$ cat src/rtl/core/tna_pkg.sv
// Shared types, sizes and helpers for the threshold neighbour automaton step.
// Used by every module of the block; depends on nothing else.
`timescale 1ns / 1ps
`default_nettype none

package tna_pkg;

   // Grid limits and the widths that follow from them.
   localparam int MAX_WIDTH  = 1024;
   localparam int MAX_HEIGHT = 1024;
   localparam int COL_W      = $clog2(MAX_WIDTH);
   localparam int ROW_W      = $clog2(MAX_HEIGHT);

   // Fixed field widths of the ports.
   localparam int SIZE_W     = 11;
   localparam int THR_W      = 9;
   localparam int NEED_W     = 3;
   localparam int VALUE_W    = 8;
   localparam int RES_ROW_W  = 10;
   localparam int RES_COL_W  = 10;

   // Queue between the classifying front and the emitting back.
   localparam int QUEUE_DEPTH = 4;
   localparam int QPTR_W      = $clog2(QUEUE_DEPTH);
   localparam int QCNT_W      = $clog2(QUEUE_DEPTH + 1);

   // Result slots of one item, in the order they leave the block.
   localparam int SLOTS      = 3;
   localparam int SLOT_UP    = 0;   // cell one row above the item
   localparam int SLOT_LEFT  = 1;   // cell left of the item, last row only
   localparam int SLOT_SELF  = 2;   // the item's own cell, last cell only

   typedef struct packed {
      logic [SIZE_W-1:0] width;
      logic [SIZE_W-1:0] height;
      logic [THR_W-1:0]  threshold;
      logic [NEED_W-1:0] needed;
   } tna_cfg_type;

   typedef struct packed {
      logic [ROW_W-1:0] row;
      logic [COL_W-1:0] col;
      logic [SLOTS-1:0] valid;
      logic [SLOTS-1:0] flag;
   } tna_item_type;

   // A size of zero acts as one, a size above the maximum as the maximum.
   function automatic logic [SIZE_W-1:0] clamp_size(input logic [SIZE_W-1:0] v,
                                                    input logic [SIZE_W-1:0] mx);
      logic [SIZE_W-1:0] r;
      if (v == '0) begin
         r = SIZE_W'(1);
      end else if (v > mx) begin
         r = mx;
      end else begin
         r = v;
      end
      return r;
   endfunction

endpackage

`default_nettype wire

$ cat src/rtl/core/tna_queue.sv
// Short queue of classified items between the front and the back part.
// Depends on tna_pkg for the item type and depth.
`timescale 1ns / 1ps
`default_nettype none

module tna_queue (
   input  wire logic                       clock,
   input  wire logic                       reset,
   input  wire logic                       push,
   input  wire tna_pkg::tna_item_type      push_item,
   input  wire logic                       pop,
   output tna_pkg::tna_item_type           head,
   output logic [tna_pkg::QCNT_W-1:0]      count
);

   tna_pkg::tna_item_type           mem_ff [tna_pkg::QUEUE_DEPTH];
   logic [tna_pkg::QPTR_W-1:0]      wr_ptr_ff, wr_ptr_in;
   logic [tna_pkg::QPTR_W-1:0]      rd_ptr_ff, rd_ptr_in;
   logic [tna_pkg::QCNT_W-1:0]      count_ff, count_in;

   assign head  = mem_ff[rd_ptr_ff];
   assign count = count_ff;

   always_comb begin
      wr_ptr_in = push ? wr_ptr_ff + tna_pkg::QPTR_W'(1) : wr_ptr_ff;
      rd_ptr_in = pop  ? rd_ptr_ff + tna_pkg::QPTR_W'(1) : rd_ptr_ff;
      count_in  = count_ff + tna_pkg::QCNT_W'(push) - tna_pkg::QCNT_W'(pop);
   end

   always_ff @(posedge clock) begin
      if (reset) begin
         wr_ptr_ff <= '0;
         rd_ptr_ff <= '0;
         count_ff  <= '0;
      end else begin
         wr_ptr_ff <= wr_ptr_in;
         rd_ptr_ff <= rd_ptr_in;
         count_ff  <= count_in;
      end
      if (push) begin
         mem_ff[wr_ptr_ff] <= push_item;
      end
   end

endmodule

`default_nettype wire

$ cat config.mk
export PLATFORM = sky130hd
export DESIGN_NAME = tna_queue
export DESIGN_NICKNAME = d
export VERILOG_FILES = /design/src/rtl/core/tna_pkg.sv /design/src/rtl/core/tna_queue.sv
export SDC_FILE = /design/constraint.sdc
export NUM_CORES = 1
export LEC_CHECK = 0
export BUFFER_PORTS_ARGS = -buffer_cell sky130_fd_sc_hd__buf_2
export CAP_MARGIN = 20
export CORE_UTILIZATION = 50
export CTS_CLUSTER_DIAMETER = 200
export DETAILED_ROUTE_END_ITERATION = 6
export PLACE_DENSITY = 0.71
export SYNTH_ARGS = -nofsm -noshare
export SYNTH_HDL_FRONTEND = slang
export SYNTH_SLANG_ARGS = --single-unit
$ cat constraint.sdc
create_clock -name clock -period 4.4 [get_ports clock]
set_input_delay 0.44 -clock clock [delete_from_list [all_inputs] [get_ports clock]]
set_output_delay 0.44 -clock clock [all_outputs]
set_load 0.01 [all_outputs]
==> flow_summary.toml <==
[floorplanning]
die_x_um = 93.9
pin_count = 59
die_h_um = 93.9
initial_core_util_pct = 51.4
rows = 33
core_area_sq_um = 8220
dieArea_sq_um = 8820

[synth]
syn-cell-area_sq_um = 4230
yosys_warnings = 0
ys_seq_area_share_pct = 78.2
synthCells = 176
synth.avg_cell_area_sq_um = 24.0
synth_nets = 213
ys_types = 20
synth_seq_cells = 113

[timing]
final-max-slew-violation-count = 0
worst_slew_pin_slew_ps = 914
fin_crit_sh_pct = 60.9
relSlewSlack_pct = 39.1
rsz0062_at_grt = "false"
layout_min_cycle_time_ps = 2680
max_freq_mhz = 373
finalHoldViolCount = 0
skew_ps = 5.17
finalSetupViolCount = 0
fin_setup_tns_ps = 0

[setup_path]
worstSetupPathType = "reg2out"
crit_chain = "mux4_1 > buf_2"
rr_endpoint = "mem_ff[0][23]$_DFFE_PP_"
endpoint = "head[25]"
slowest_stage = "dfxtp_2"
r2r_slack_ps = 2810
r2r-start = "wr_ptr_ff[0]$_SDFFE_PP0P_"
cp.required_ps = 3960
critical_path.endpoint_type = "primary output"
max_stage_delay_ps = 930
start_kind = "register"
reg2reg_depth = 4
arrival_ps = 2240
path_max_fanout = 26

[clocking]
cts_setup_buffers = 0
cts.path.max_buffers = 2
insertion_delay_ps = 500
tritoncts = "done"
cts_max_level = 4
cts_sinks = 113
holdBufCountCts = 0
cts_buffers = 17
cts_resized = 0
cts.clk_slew.worst_paths_ps = 50
cts-root-buf = "clkbuf_8"

[detailed_routing]
postRouteAntennaNets = 0
drt_pre_antenna_iters = 4
drtIter0Drc = 98
wl_um = 6700
avgViaCountPerCell = 5.26
vias = 1946
post_drt_wl_per_cell_um = 18.1
drcViolationCount = 0

[power_and_ir_drop]
comb_power_share_pct = 8.3
p_leak_nw = 1.84
peakVddDrop_mv = 0.309
clock_power_share_pct = 45.6
p_total_mw = 2.74
switching_share_pct = 21.5
share_seq_of_total_power_pct = 46.1
powerDensity_nw_per_um2 = 530
power_switching_uw = 589
intPower_mw = 2.16

[finish]
drive_gt1_share_pct = 43.8
final_common_cell = "edfxtp_1"
area_growth_pct = 22.6
final_cell_mix = "edfxtp_1 (104), buf_2 (58), mux4_2 (20)"
antenna-diode-count = 0
fillers = 564
final_nets = 289

[grt]
grt_usage_pct = 17.1
grt_pass1_wl_um = 10400
antenna_found_initial = 0
grt_overflow = 0
grt_pass1_vias = 2028
grt_max_degree = 27

[job]
cap_violations = 0

[placed_design]
io_buffers = 58
place_congestion = 0.694
hpwl_um = 3950

[status]
status = "finished, final reports clean"

[min_path]
hold_path_class = "in2reg"
[worst max-delay path: cells and delay by family (launching register included)]
kind / cells / cell delay, ps
buffers and inverters: 1 / 160
flip-flops: 1 / 930
multiplexers: 1 / 660
[flip-flops by register name, indices dropped and copies added (netlist names), named ones only]
name and count:
wr_ptr_ff 2, rd_ptr_ff 2, mem_ff 104, count 3
[power groups by stage]
stage          registers [mW]  clock network [mW]  logic [mW]
6_report                 1.27                1.25       0.228
5_1_grt                  1.27                1.32       0.249
4_1_cts                  1.27                1.27       0.233
3_5_place_dp             1.29                   0       0.232
3_3_place_gp             1.29                   0       0.226
2_1_floorplan            1.27                   0       0.159
[stage by stage]
step	cells	cell area [sq um]	setup slack (ps)	hold WS [ps]	util (%)
2_1_floorplan	176	4230	2810	492	-
3_3_place_gp	338	4620	2160	516	56.2
3_5_place_dp	338	4620	2170	532	56.2
4_1_cts	370	5180	1630	133	63.0
5_1_grt	370	5180	1560	137	63.0
6_report	370	5180	1720	157	63.0
[cells in the mapped netlist, drive strengths merged]
cell	count	share of area, %
clkbuf	1	0.12
nor2	5	0.44
xnor2	2	0.41
mux2i	1	0.24
edfxtp	104	74
a21oi	1	0.12
and2	4	0.59
mux4	26	14
a21bo	1	0.24
inv	6	0.53
dfxtp	9	4.3
ha	6	1.8
nor2b	2	0.30
buf	5	1.5
nand3b	1	0.18
xor3	1	0.56
fa	1	0.47
[worst min-delay path by stage]
stage / from / end / slack (ps) / cells after the start
after floorplan: rd_ptr_ff[1]$_SDFFE_PP0P_ / register / 490 / 2
final: push_item[18] / mem_ff[2][18]$_DFFE_PP_ / 160 / 1
after global routing: push_item[18] / mem_ff[2][18]$_DFFE_PP_ / 140 / 1
after detailed placement: rd_ptr_ff[1]$_SDFFE_PP0P_ / register / 530 / 2
after global placement: rd_ptr_ff[0]$_SDFFE_PP0P_ / rd_ptr_ff[1]$_SDFFE_PP0P_ / 520 / 2
after CTS: push_item[11] / mem_ff[0][11]$_DFFE_PP_ / 130 / 1
[kinds of logic after synthesis]
| kind of cell | after synthesis | synth area share (%) |
|---|---|---|
| AO/OA/AOI/OAI | 2 | 0.355 |
| XOR/XNOR | 3 | 0.977 |
| adder cells (fa/ha/maj) | 7 | 2.25 |
| buffers and inverters | 12 | 2.10 |
| flip-flops | 113 | 78.2 |
| multiplexers | 27 | 14.6 |
| AND/OR/NAND/NOR | 12 | 1.51 |
[layer usage]
layer  share of wire (%)  routed length [um]  global-route usage [%]  vias to the layer above
li1                    -                   -                       -                      884
met1                  41                2770                    20.8                     1006
met2                  53                3580                    28.2                       52
met3                 4.5                 305                    4.53                        4
met4                0.70                  47                    8.85                        0
met5                   0                   0                       0                        -
[layout make-up]
type	count	area, sq um	share of cell area, %
multi-input combinational	51	833	16.1
tap	105	131	2.54
timing repair buffer	63	328	6.33
clock buffer	18	418	8.07
inverter	6	22.5	0.435
sequential	113	3300	63.8
clock inverter	14	141	2.73
Note: power is estimated with default switching activity, not from simulation.
