--- src/rtl/core/tna_pkg.sv ---
// Shared types, sizes and helpers for the threshold neighbour automaton step.
// Used by every module of the block; depends on nothing else.
`timescale 1ns / 1ps
`default_nettype none

package tna_pkg;

   // Grid limits and the widths that follow from them.
   localparam int MAX_WIDTH  = 1024;
   localparam int MAX_HEIGHT = 1024;
   localparam int COL_W      = $clog2(MAX_WIDTH);
   localparam int ROW_W      = $clog2(MAX_HEIGHT);

   // Fixed field widths of the ports.
   localparam int SIZE_W     = 11;
   localparam int THR_W      = 9;
   localparam int NEED_W     = 3;
   localparam int VALUE_W    = 8;
   localparam int RES_ROW_W  = 10;
   localparam int RES_COL_W  = 10;

   // Queue between the classifying front and the emitting back.
   localparam int QUEUE_DEPTH = 4;
   localparam int QPTR_W      = $clog2(QUEUE_DEPTH);
   localparam int QCNT_W      = $clog2(QUEUE_DEPTH + 1);

   // Result slots of one item, in the order they leave the block.
   localparam int SLOTS      = 3;
   localparam int SLOT_UP    = 0;   // cell one row above the item
   localparam int SLOT_LEFT  = 1;   // cell left of the item, last row only
   localparam int SLOT_SELF  = 2;   // the item's own cell, last cell only

   typedef struct packed {
      logic [SIZE_W-1:0] width;
      logic [SIZE_W-1:0] height;
      logic [THR_W-1:0]  threshold;
      logic [NEED_W-1:0] needed;
   } tna_cfg_type;

   typedef struct packed {
      logic [ROW_W-1:0] row;
      logic [COL_W-1:0] col;
      logic [SLOTS-1:0] valid;
      logic [SLOTS-1:0] flag;
   } tna_item_type;

   // A size of zero acts as one, a size above the maximum as the maximum.
   function automatic logic [SIZE_W-1:0] clamp_size(input logic [SIZE_W-1:0] v,
                                                    input logic [SIZE_W-1:0] mx);
      logic [SIZE_W-1:0] r;
      if (v == '0) begin
         r = SIZE_W'(1);
      end else if (v > mx) begin
         r = mx;
      end else begin
         r = v;
      end
      return r;
   endfunction

endpackage

`default_nettype wire

--- src/rtl/core/tna_back.sv ---
// Back part: takes items from the queue and sends their results one per
// cycle unless stalled, through the output register. Depends on tna_pkg.
`timescale 1ns / 1ps
`default_nettype none

module tna_back (
   input  wire logic                          clock,
   input  wire logic                          reset,
   input  wire tna_pkg::tna_item_type         head,
   input  wire logic [tna_pkg::QCNT_W-1:0]    q_count,
   output logic                               pop,
   output logic                               rsp_valid,
   input  wire logic                          rsp_stall,
   output logic [tna_pkg::RES_ROW_W-1:0]      rsp_result_row,
   output logic [tna_pkg::RES_COL_W-1:0]      rsp_result_col,
   output logic                               rsp_next_flag,
   output logic                               rsp_run_last
);

   logic [tna_pkg::SLOTS-1:0]      done_ff, done_in;
   logic [tna_pkg::SLOTS-1:0]      pend;
   logic [tna_pkg::SLOTS-1:0]      sel;
   logic                           more;
   logic                           out_free;
   logic                           load;
   logic                           valid_ff, valid_in;
   logic [tna_pkg::RES_ROW_W-1:0]  row_ff, row_in;
   logic [tna_pkg::RES_COL_W-1:0]  col_ff, col_in;
   logic                           flag_ff, flag_in;
   logic                           last_ff, last_in;

   // Results of the head item go out lowest slot first.
   assign pend     = head.valid & ~done_ff;
   assign sel      = pend & (~pend + tna_pkg::SLOTS'(1));
   assign more     = |(pend & ~sel);
   assign out_free = ~valid_ff | ~rsp_stall;
   assign load     = out_free & (q_count != '0);
   assign pop      = load & ~more;

   always_comb begin
      done_in  = done_ff;
      valid_in = valid_ff;
      row_in   = row_ff;
      col_in   = col_ff;
      flag_in  = flag_ff;
      last_in  = last_ff;
      if (out_free) begin
         valid_in = load;
      end
      if (load) begin
         done_in = more ? (done_ff | sel) : '0;
         row_in  = sel[tna_pkg::SLOT_UP]
                   ? tna_pkg::RES_ROW_W'(head.row - tna_pkg::ROW_W'(1))
                   : tna_pkg::RES_ROW_W'(head.row);
         col_in  = sel[tna_pkg::SLOT_LEFT]
                   ? tna_pkg::RES_COL_W'(head.col - tna_pkg::COL_W'(1))
                   : tna_pkg::RES_COL_W'(head.col);
         flag_in = |(sel & head.flag);
         last_in = ~more;
      end
   end

   always_ff @(posedge clock) begin
      if (reset) begin
         done_ff  <= '0;
         valid_ff <= 1'b0;
      end else begin
         done_ff  <= done_in;
         valid_ff <= valid_in;
      end
      row_ff  <= row_in;
      col_ff  <= col_in;
      flag_ff <= flag_in;
      last_ff <= last_in;
   end

   assign rsp_valid      = valid_ff;
   assign rsp_result_row = row_ff;
   assign rsp_result_col = col_ff;
   assign rsp_next_flag  = flag_ff;
   assign rsp_run_last   = last_ff;

endmodule

`default_nettype wire

--- config.mk ---
export PLATFORM = sky130hd
export DESIGN_NAME = tna_back
export DESIGN_NICKNAME = d
export VERILOG_FILES = /design/src/rtl/core/tna_pkg.sv /design/src/rtl/core/tna_back.sv
export SDC_FILE = /design/constraint.sdc
export NUM_CORES = 1
export LEC_CHECK = 0
export BUFFER_PORTS_ARGS = -buffer_cell sky130_fd_sc_hd__buf_2
export CORE_MARGIN = 2
export CORE_UTILIZATION = 46
export CTS_CLUSTER_DIAMETER = 80
export DETAILED_ROUTE_END_ITERATION = 12
export GPL_ROUTABILITY_DRIVEN = 0
export GPL_TIMING_DRIVEN = 0
export PLACE_DENSITY = 0.84
export RECOVER_POWER = 100
export SLEW_MARGIN = 40
export SYNTH_ARGS = -nofsm -noshare
export SYNTH_HDL_FRONTEND = slang
export SYNTH_SLANG_ARGS = --single-unit
--- constraint.sdc ---
create_clock -name clock -period 2.95 [get_ports clock]
set_clock_uncertainty 0.2 [all_clocks]
set_input_delay 0.1475 -clock clock [delete_from_list [all_inputs] [get_ports clock]]
set_output_delay 0.1475 -clock clock [all_outputs]
set_load 0.02 [all_outputs]
==> run summary, run 1 <==
The flow ran to the end, and the final reports show no timing, DRC or antenna violations. The cell area after layout is 1800 um^2. The worst hold path terminates at done_ff[1]$_SDFFE_PP0N_.

The number of distinct library cell variants in the gate-level netlist after synthesis is 31. In this run the most critical hold path is launched from rsp_stall. The critical path is of the register to register type. The cell area after placement came out at 1630 um^2. The wire length of the first global-routing pass came out at 4650 um. The biggest cell delay along the critical path is 0.74 ns. From synthesis to final layout, the design area changed by 39.4%.

The average instance area after synthesis is 12.2 um^2. Combinational logic is responsible for 23.4% of the overall power. STA classifies the critical path endpoint as a register.

The tree is rooted in a sky130_fd_sc_hd__clkbuf_4. The synthesized cell area is 1290 um^2. Walking the worst path, the cells encountered are a21oi_1, clkbuf_1. The number of buffers and inverters on the critical path is 1. The part of the total power dissipated in sequential elements is ~57%. The count of final hold-check violations is 0. Summing the sequential cell areas from Yosys gives a little under three fifths of the chip area. The worst setup path is launched from a register. Net switching is 28.2% of the power. The reg-to-reg critical path endpoint is rsp_result_row[8]$_DFFE_PN_.

The worst reg-to-reg path cell count is 2. The highest clock rate came out at 419 MHz. The count of mapped cells out of synthesis is 106. The worst max-slew margin expressed relative to the limit came out at 38.6%. The initial antenna violation count came out at 0. The setup total negative slack came out at 0 ns. The required arrival time at the worst endpoint is 2.71 ns.

The via count of the first global-routing pass came to 1,133. Across all setup checks in the final design, the least slack found is 0.561 ns. Summed over all layers, the global routing overflow is 0.

The count of vias placed by the detailed router came out at ~1,100. Buffers inserted during clock tree synthesis total 3. Setup repair after global routing left no endpoint under its margin. Among all flip-flop cells after synthesis, the most frequent one is sky130_fd_sc_hd__edfxtp_1. The arrival time reported for the critical path endpoint is 2.15 ns. TritonCTS built the clock tree.

In this run the power spent charging and discharging nets is about 0.00022 W. The instance count along the most critical hold path came out at 4. The slowest stage of the critical path belongs to the cell sky130_fd_sc_hd__a21oi_1.

The worst reg-to-reg setup slack is 0.56 ns. The maximum fanout encountered on the critical timing path is 17. In the final design database the tool counted around 230 nets.

The register area is 741 um^2. The final-layout fill cell count is ~240. The clock net in this run drives a total of 26 sinks. The post-route core utilization is around two thirds. The detail route stage leaves a number of antenna-violating nets equal to 0. The total of endpoints with negative setup slack in the final report is 0. The first-pass detailed-route iteration total came out at 4. The number of nets handed over by synthesis was 140. The synthesized design contains 22 enable-type register cells. The power per unit of standard cell area came out at between 400 and 500 nW/um^2. Of the total power, the clock network draws 19.4%.

The cell family contributing the most delay on the critical path is compound AO/OA/AOI/OAI gates. The transition time of the tightest slew-check pin is 0.921 ns. The core region is ~2700 um^2. The width of the die is 57.0 um. The average wire length per cell after detail routing is between 10 and 15 um. After floorplanning, the core was divided into 19 placement rows. The internal power component came out at 0.000562 W.

The placed wire-length estimate after detailed placement is 2040 um. In this run the count of I/O pins placed on the die edge is 56. The via count normalized by instance count came out at 4.96.

The die boundary height came out at 57.0 um. The layout cell share with drive strength beyond 1 came out at a little under a fifth. In this run the critical register-to-register path is launched from rsp_valid$_SDFFE_PP0P_. The initial detailed-routing violation count came out at 11. The leakage power figure is 0.714 nW.

The total number of H-tree levels came out at 1. The post-placement worst setup slack is 1.23 ns. Once the clock tree was built, the resizer swapped 0 gates to a different size. The aggregate routed wire length came out at ~2800 um. The warning count from the yosys run came out at 0. Global routing used between 10% and 20% of the available tracks across all layers. The initial core utilization is 47.7%. The source-to-sink clock delay at the later pin of the worst-skew pair came out at 0.31 ns. The number of max-slew violations in the final report came out at 0. In the final layout, the multi-input gates occupy 483 um^2. The flop and latch count out of synthesis came out at 26. The number of buffer cells added on primary ports is 55. Counting flops with an async set or reset pin after synthesis yields a share of 0%. No sink is reached through more buffers than the 2 on the longest clock path. The number of antenna repair diodes is 0. The clock-pin transition on the worst setup and hold timing paths came out at 0.14 ns. The final critical-path share of the clock period came out at 81.0%.

The shortest period the worst path allows is approximately 2.4 ns. The tool flagged a number of max-cap violations equal to 0. The worst hold path belongs to the class input port to register.

The count of unresolved DRC violations after routing came out at 0. The floorplan step defined a die boundary enclosing 3250 um^2. The worst ir drop on vdd came out at 0.288 mV.

The maximum number of pins on one net before global-route repair is 18.
## worst min-delay path, stage by stage
cell                      delay (ns)
sky130_fd_sc_hd__buf_2          0.10
sky130_fd_sc_hd__a221o_1        0.13
sky130_fd_sc_hd__a32oi_1        0.05
sky130_fd_sc_hd__nor2_1         0.07
## cell usage after synthesis (2+ instances only)
library cell | instances | area share (%)
sky130_fd_sc_hd__a21oi_1 | 2 | 0.77
sky130_fd_sc_hd__a31oi_1 | 2 | 0.97
sky130_fd_sc_hd__dfxtp_1 | 4 | 6.2
sky130_fd_sc_hd__edfxtp_1 | 22 | 51
sky130_fd_sc_hd__ha_1 | 2 | 1.9
sky130_fd_sc_hd__inv_1 | 5 | 1.5
sky130_fd_sc_hd__nand2_1 | 9 | 2.6
sky130_fd_sc_hd__nand2b_1 | 3 | 1.5
sky130_fd_sc_hd__nand3_1 | 5 | 1.9
sky130_fd_sc_hd__nand3b_1 | 2 | 1.2
sky130_fd_sc_hd__nor2_1 | 7 | 2.0
sky130_fd_sc_hd__nor2b_1 | 3 | 1.5
sky130_fd_sc_hd__nor3_1 | 3 | 1.2
sky130_fd_sc_hd__nor4_4 | 2 | 3.3
sky130_fd_sc_hd__o21ai_0 | 4 | 1.5
sky130_fd_sc_hd__xnor2_1 | 11 | 7.4
sky130_fd_sc_hd__xor2_1 | 6 | 4.1
## cells by family after synthesis
| logic type | count (synthesis) | share of synthesized area, % |
|---|---|---|
| fa+ha+maj | 2 | 1.93 |
| xor+xnor | 17 | 11.5 |
| simple gates | 42 | 20.7 |
| flops | 26 | 57.3 |
| buf+inv | 6 | 2.03 |
| compound gates | 13 | 6.58 |
## area by class of cell
type                            count  area share, %
Buffer                              1          0.416
Clock buffer                        3           1.25
Clock inverter                      1          0.208
Inverter                            5           1.04
Multi-Input combinational cell     74           26.8
Sequential cell                    26           41.1
Tap cell                           31           2.15
Timing Repair Buffer               80           27.1
## sequential cells by signal (all words and copies together), names as in the netlist
name and cells:
rsp_next_flag 1, rsp_result_col 10, done_ff 3, rsp_result_row 10, rsp_valid 1, rsp_run_last 1
## cells in the final DEF (no fill, tap or decap), types with 2 or more instances in the layout
cell,netlist,routed
sky130_fd_sc_hd__nand2_1,9,9
sky130_fd_sc_hd__edfxtp_1,22,22
sky130_fd_sc_hd__nor3_1,3,4
sky130_fd_sc_hd__a21oi_1,2,2
sky130_fd_sc_hd__nand3_1,5,5
sky130_fd_sc_hd__clkbuf_1,0,26
sky130_fd_sc_hd__clkbuf_4,0,3
sky130_fd_sc_hd__o21ai_0,4,4
sky130_fd_sc_hd__a31oi_1,2,2
sky130_fd_sc_hd__buf_2,0,30
sky130_fd_sc_hd__dlygate4sd3_1,0,24
sky130_fd_sc_hd__inv_1,5,5
sky130_fd_sc_hd__nor2b_1,3,3
sky130_fd_sc_hd__nor2_1,7,7
sky130_fd_sc_hd__nor4_1,1,3
sky130_fd_sc_hd__nand3b_1,2,2
sky130_fd_sc_hd__xnor2_1,11,11
sky130_fd_sc_hd__ha_1,2,2
sky130_fd_sc_hd__xor2_1,6,6
sky130_fd_sc_hd__nand2b_1,3,3
sky130_fd_sc_hd__dfxtp_1,4,4
## per-stage QoR
stage               power [W]  std cells  hold WS (ns)
global placement     0.000621        192         0.160
finish               0.000783        221       0.00479
detailed placement   0.000631        193         0.162
global route         0.000822        221        0.0208
floorplan            0.000556        106        0.0166
CTS                  0.000809        221        0.0123
## how the worst max path moves through the flow
stage	from	to	cells after the start	slack, ns
2_1_floorplan	rsp_valid$_SDFFE_PP0P_	done_ff[0]$_SDFFE_PP0N_	3	0.51
3_3_place_gp	rsp_valid$_SDFFE_PP0P_	done_ff[2]$_SDFFE_PP0N_	3	0.03
3_5_place_dp	head[9]	rsp_result_col[8]$_DFFE_PN_	5	1.23
4_1_cts	head[3]	rsp_result_row[4]$_DFFE_PN_	8	0.80
5_1_grt	rsp_valid$_SDFFE_PP0P_	rsp_result_col[6]$_DFFE_PN_	2	0.38
6_report	rsp_valid$_SDFFE_PP0P_	rsp_result_row[8]$_DFFE_PN_	2	0.56
## power by group through the flow
| stage | Combinational [W] | Sequential [W] | Clock, W |
|---|---|---|---|
| after global placement | 0.000166 | 0.000455 | 0 |
| after detailed placement | 0.000176 | 0.000455 | 0 |
| after CTS | 0.000202 | 0.000447 | 0.000160 |
| after global routing | 0.000201 | 0.000451 | 0.000171 |
| final | 0.000184 | 0.000448 | 0.000152 |
| after floorplan | 0.0000595 | 0.000496 | 0 |
## per-layer routing
layer	vias to the layer above	GRT usage (%)	share of wire (%)
met5	-	0	0
met4	0	9.30	1.9
met3	4	2.95	6.6
met2	43	33.2	51
met1	499	20.9	41
li1	550	-	-
## what timing repair did
item / CTS / global route
buffers inserted: 0 / 0
hold endpoints to repair: 23 / 0
hold buffers: 24 / 0
(Power assumes the default switching activity.)
==> inputs of run 2 (changes only) <==
--- a/config.mk
+++ b/config.mk
@@ -7,12 +7,12 @@
 export LEC_CHECK = 0
 export BUFFER_PORTS_ARGS = -buffer_cell sky130_fd_sc_hd__buf_2
 export CORE_MARGIN = 2
-export CORE_UTILIZATION = 46
+export CORE_UTILIZATION = 42
 export CTS_CLUSTER_DIAMETER = 80
 export DETAILED_ROUTE_END_ITERATION = 12
 export GPL_ROUTABILITY_DRIVEN = 0
 export GPL_TIMING_DRIVEN = 0
-export PLACE_DENSITY = 0.84
+export PLACE_DENSITY = 0.81
 export RECOVER_POWER = 100
 export SLEW_MARGIN = 40
 export SYNTH_ARGS = -nofsm -noshare
==> constraint.sdc (replaced) <==
create_clock -name clock -period 2 [get_ports clock]
set_clock_uncertainty 0.2 [all_clocks]
set_input_delay 0.1 -clock clock [delete_from_list [all_inputs] [get_ports clock]]
set_output_delay 0.1 -clock clock [all_outputs]
set_load 0.02 [all_outputs]
==> run summary, run 2 (synthesis gave the netlist of run 1 again) <==
Run status: finished, final reports clean (unchanged). The startpoint of the lowest-slack hold path is head[4] (was rsp_stall). The category of the worst setup path capture point is a register (unchanged).

The reg-to-reg critical path startpoint was done_ff[1]$_SDFFE_PP0N_ (was rsp_valid$_SDFFE_PP0P_). The layout cell share with drive strength beyond 1 came out at 22.0% (was 18.9%). The cell with the largest stage delay on the worst path was sky130_fd_sc_hd__or4_1 (was sky130_fd_sc_hd__a21oi_1). The clock net sink count is 26 (unchanged). The average wire length per cell after detail routing came out at 14.1 um (was 12.8 um). The commonest non-fill, non-tap cell in the layout is sky130_fd_sc_hd__buf_2 (unchanged). The aggregate routed wire length came out at 3170 um (was 2840 um). The wire length of the first global-routing pass is 4540 um (was 4650 um). The via count normalized by instance count was 4.88 (was 4.96). The worst hold path class is input port to register (unchanged). The final critical-path share of the clock period is 94.5%. Based on the critical path, the design can be clocked at up to 529 MHz. The number of max-slew violations in the final report came to 0 (unchanged). The source-to-sink clock delay at the later pin of the worst-skew pair came to 0.31 ns (about the same). The post-CTS setup-driven buffer insertion count is 0 (unchanged).

The final-layout fill cell count is 251 (was 242). The width of the die is 59.5 um (was 57.0 um). The power per unit of standard cell area was 690 nW/um^2 (was 435 nW/um^2).

The final layout net count is 226 (was 225). The number of placed I/O pins is 56 (unchanged). The count of unresolved DRC violations after routing came out at 0 (unchanged). The reg-to-reg critical path endpoint is rsp_next_flag$_DFFE_PN_ (was rsp_result_row[8]$_DFFE_PN_).

The number of buffers between clock root and the deepest sink was 2 (unchanged). The kind of critical path is input port to register (was register to register). The count of final hold-check violations came out at 0 (unchanged).

The worst reg-to-reg setup slack came out at 0.22 ns (was 0.56 ns). The worst max-slew margin expressed relative to the limit is 49.2% (was 38.6%). The clock tree from TritonCTS is done (unchanged). The arrival time reported for the critical path endpoint came out at 1.79 ns (was 2.15 ns). The biggest cell delay along the critical path was 0.60 ns (was 0.74 ns). The initial detailed-routing violation count came to 31 (was 11). The worst reg-to-reg path cell count is 4 (was 2). The initial antenna violation count is 0 (unchanged). The all-layer global routing usage is 17.9% (was 18.4%). The maximum fanout encountered on the critical timing path is 3 (was 17). The area of the die is 3540 um^2 (was 3250 um^2). For the finished layout, the period the worst path requires is 1.89 ns. The placed wire-length estimate after detailed placement came out at 2010 um (was 2040 um).

The maximum number of pins on one net before global-route repair is 16 (was 18). The die boundary height came out at 59.5 um (was 57.0 um). The transition time of the tightest slew-check pin is 0.756 ns (was 0.921 ns). The first-pass detailed-route iteration total came out at 4 (unchanged). Setup repair after global routing missed its margin: false (unchanged). The count of vias placed by the detailed router came out at 1,094 (was 1,096). The worst ir drop on vdd came out at 0.325 mV (was 0.288 mV). The total number of H-tree levels is 1 (unchanged). The endpoint with the worst hold slack is done_ff[0]$_SDFFE_PP0N_ (was done_ff[1]$_SDFFE_PP0N_).

The clock buffer count from CTS was 3 (unchanged). The number of cells upsized or downsized after cts came out at 0 (unchanged). The number of antenna repair diodes is 0 (unchanged). The initial core utilization was 43.1% (was 47.7%). Critical path, cell by cell: dlygate4sd3_1, clkbuf_1, or4_1, nor3_2, nand3_1, xnor2_1 (was a21oi_1, clkbuf_1). The total of endpoints with negative setup slack in the final report came out at 0 (unchanged). The post-route core utilization is 63.0% (was 66.5%). The via count of the first global-routing pass is 1,056 (was 1,133). The number of buffer cells added on primary ports is 55 (unchanged). The clock-pin transition on the worst setup and hold timing paths came to 0.14 ns (about the same). The required arrival time at the worst endpoint came out at 1.90 ns (was 2.71 ns). The leakage power figure came to 0.740 nW (was 0.714 nW). The setup total negative slack came out at 0 ns (unchanged). The area added between synthesis and finish is 46.3% (was 39.4%). The remaining global-route overflow is 0 (unchanged).

The count of nets left with antenna violations after detail routing was 0 (unchanged). The cell chosen for the clock root is sky130_fd_sc_hd__clkbuf_4 (unchanged). The core area came out at 3000 um^2 (was 2710 um^2). The instance count along the most critical hold path came to 4 (unchanged). The number of max-capacitance violations reported is 0 (unchanged). Commonest non-fill, non-tap cells in the layout: 29 x sky130_fd_sc_hd__buf_2, 25 x sky130_fd_sc_hd__dlygate4sd3_1, 25 x sky130_fd_sc_hd__clkbuf_1 (was 30 x sky130_fd_sc_hd__buf_2, 26 x sky130_fd_sc_hd__clkbuf_1, 24 x sky130_fd_sc_hd__dlygate4sd3_1).

The total number of placement rows came to 20 (was 19). The nature of the critical path startpoint is an input port (was register).
==> run 2: critical path, delay by kind of cell <==
| family | cells | cell delay [ns] |
|---|---|---|
| buf+inv | 2 | 0.67 |
| xor+xnor | 1 | 0.14 |
| simple gates | 3 | 0.88 |
==> run 2: worst max path at each step <==
| stage | start | end | slack [ns] | depth (start not counted) |
|---|---|---|---|---|
| 2_1_floorplan | rsp_valid$_SDFFE_PP0P_ | done_ff[0]$_SDFFE_PP0N_ | 0.14 | 3 |
| 3_3_place_gp | rsp_valid$_SDFFE_PP0P_ | done_ff[0]$_SDFFE_PP0N_ | -0.08 | 3 |
| 3_5_place_dp | rsp_valid$_SDFFE_PP0P_ | done_ff[0]$_SDFFE_PP0N_ | 0.26 | 3 |
| 4_1_cts | done_ff[1]$_SDFFE_PP0N_ | pop | 0.11 | 5 |
| 5_1_grt | done_ff[1]$_SDFFE_PP0N_ | pop | 0.04 | 5 |
| 6_report | head[9] | rsp_result_col[8]$_DFFE_PN_ | 0.11 | 6 |
==> run 2: layout make-up <==
cell class	instances	area [um^2]	area share, %
well taps	33	41.3	2.18
multi-input cells	75	538	28.4
clock inverters	1	30.0	1.59
flip-flops and latches	26	741	39.1
plain buffers	1	7.51	0.397
repair buffers	80	494	26.1
inverters	5	18.8	0.991
clock buffers	3	22.5	1.19
==> run 2: repair_timing <==
action	in CTS	in global routing
endpoints found under the hold margin	25	0
setup endpoints to repair	1	0
hold buffers	25	0
==> run 2: report_power, final <==
group | switching, W | internal [W] | total [W]
logic | 0.000170 | 0.000116 | 0.000286
clock network | 0.000154 | 0.000203 | 0.000356
registers | 0.0000189 | 0.000645 | 0.000664
==> run 2: routing by layer <==
| layer | up-vias | GRT usage [%] | part of all wire [%] |
|---|---|---|---|
| met5 | - | 0 | 0 |
| met4 | 0 | 8.57 | 0.54 |
| met3 | 2 | 3.06 | 4.8 |
| met2 | 45 | 33.0 | 53 |
| met1 | 489 | 19.6 | 42 |
| li1 | 558 | - | - |
==> run 2: stage by stage <==
step                      cell area [um^2]  std cells  worst slack (ns)  hold WS [ns]  power, W
after floorplan                       1300        106             0.135       -0.0309  0.000820
after global placement                1610        194           -0.0807         0.115  0.000918
after detailed placement              1620        194             0.257         0.118  0.000929
after CTS                             1930        224             0.108        0.0148   0.00133
after global routing                  1890        224            0.0371        0.0237   0.00137
final                                 1890        224             0.109        0.0308   0.00131
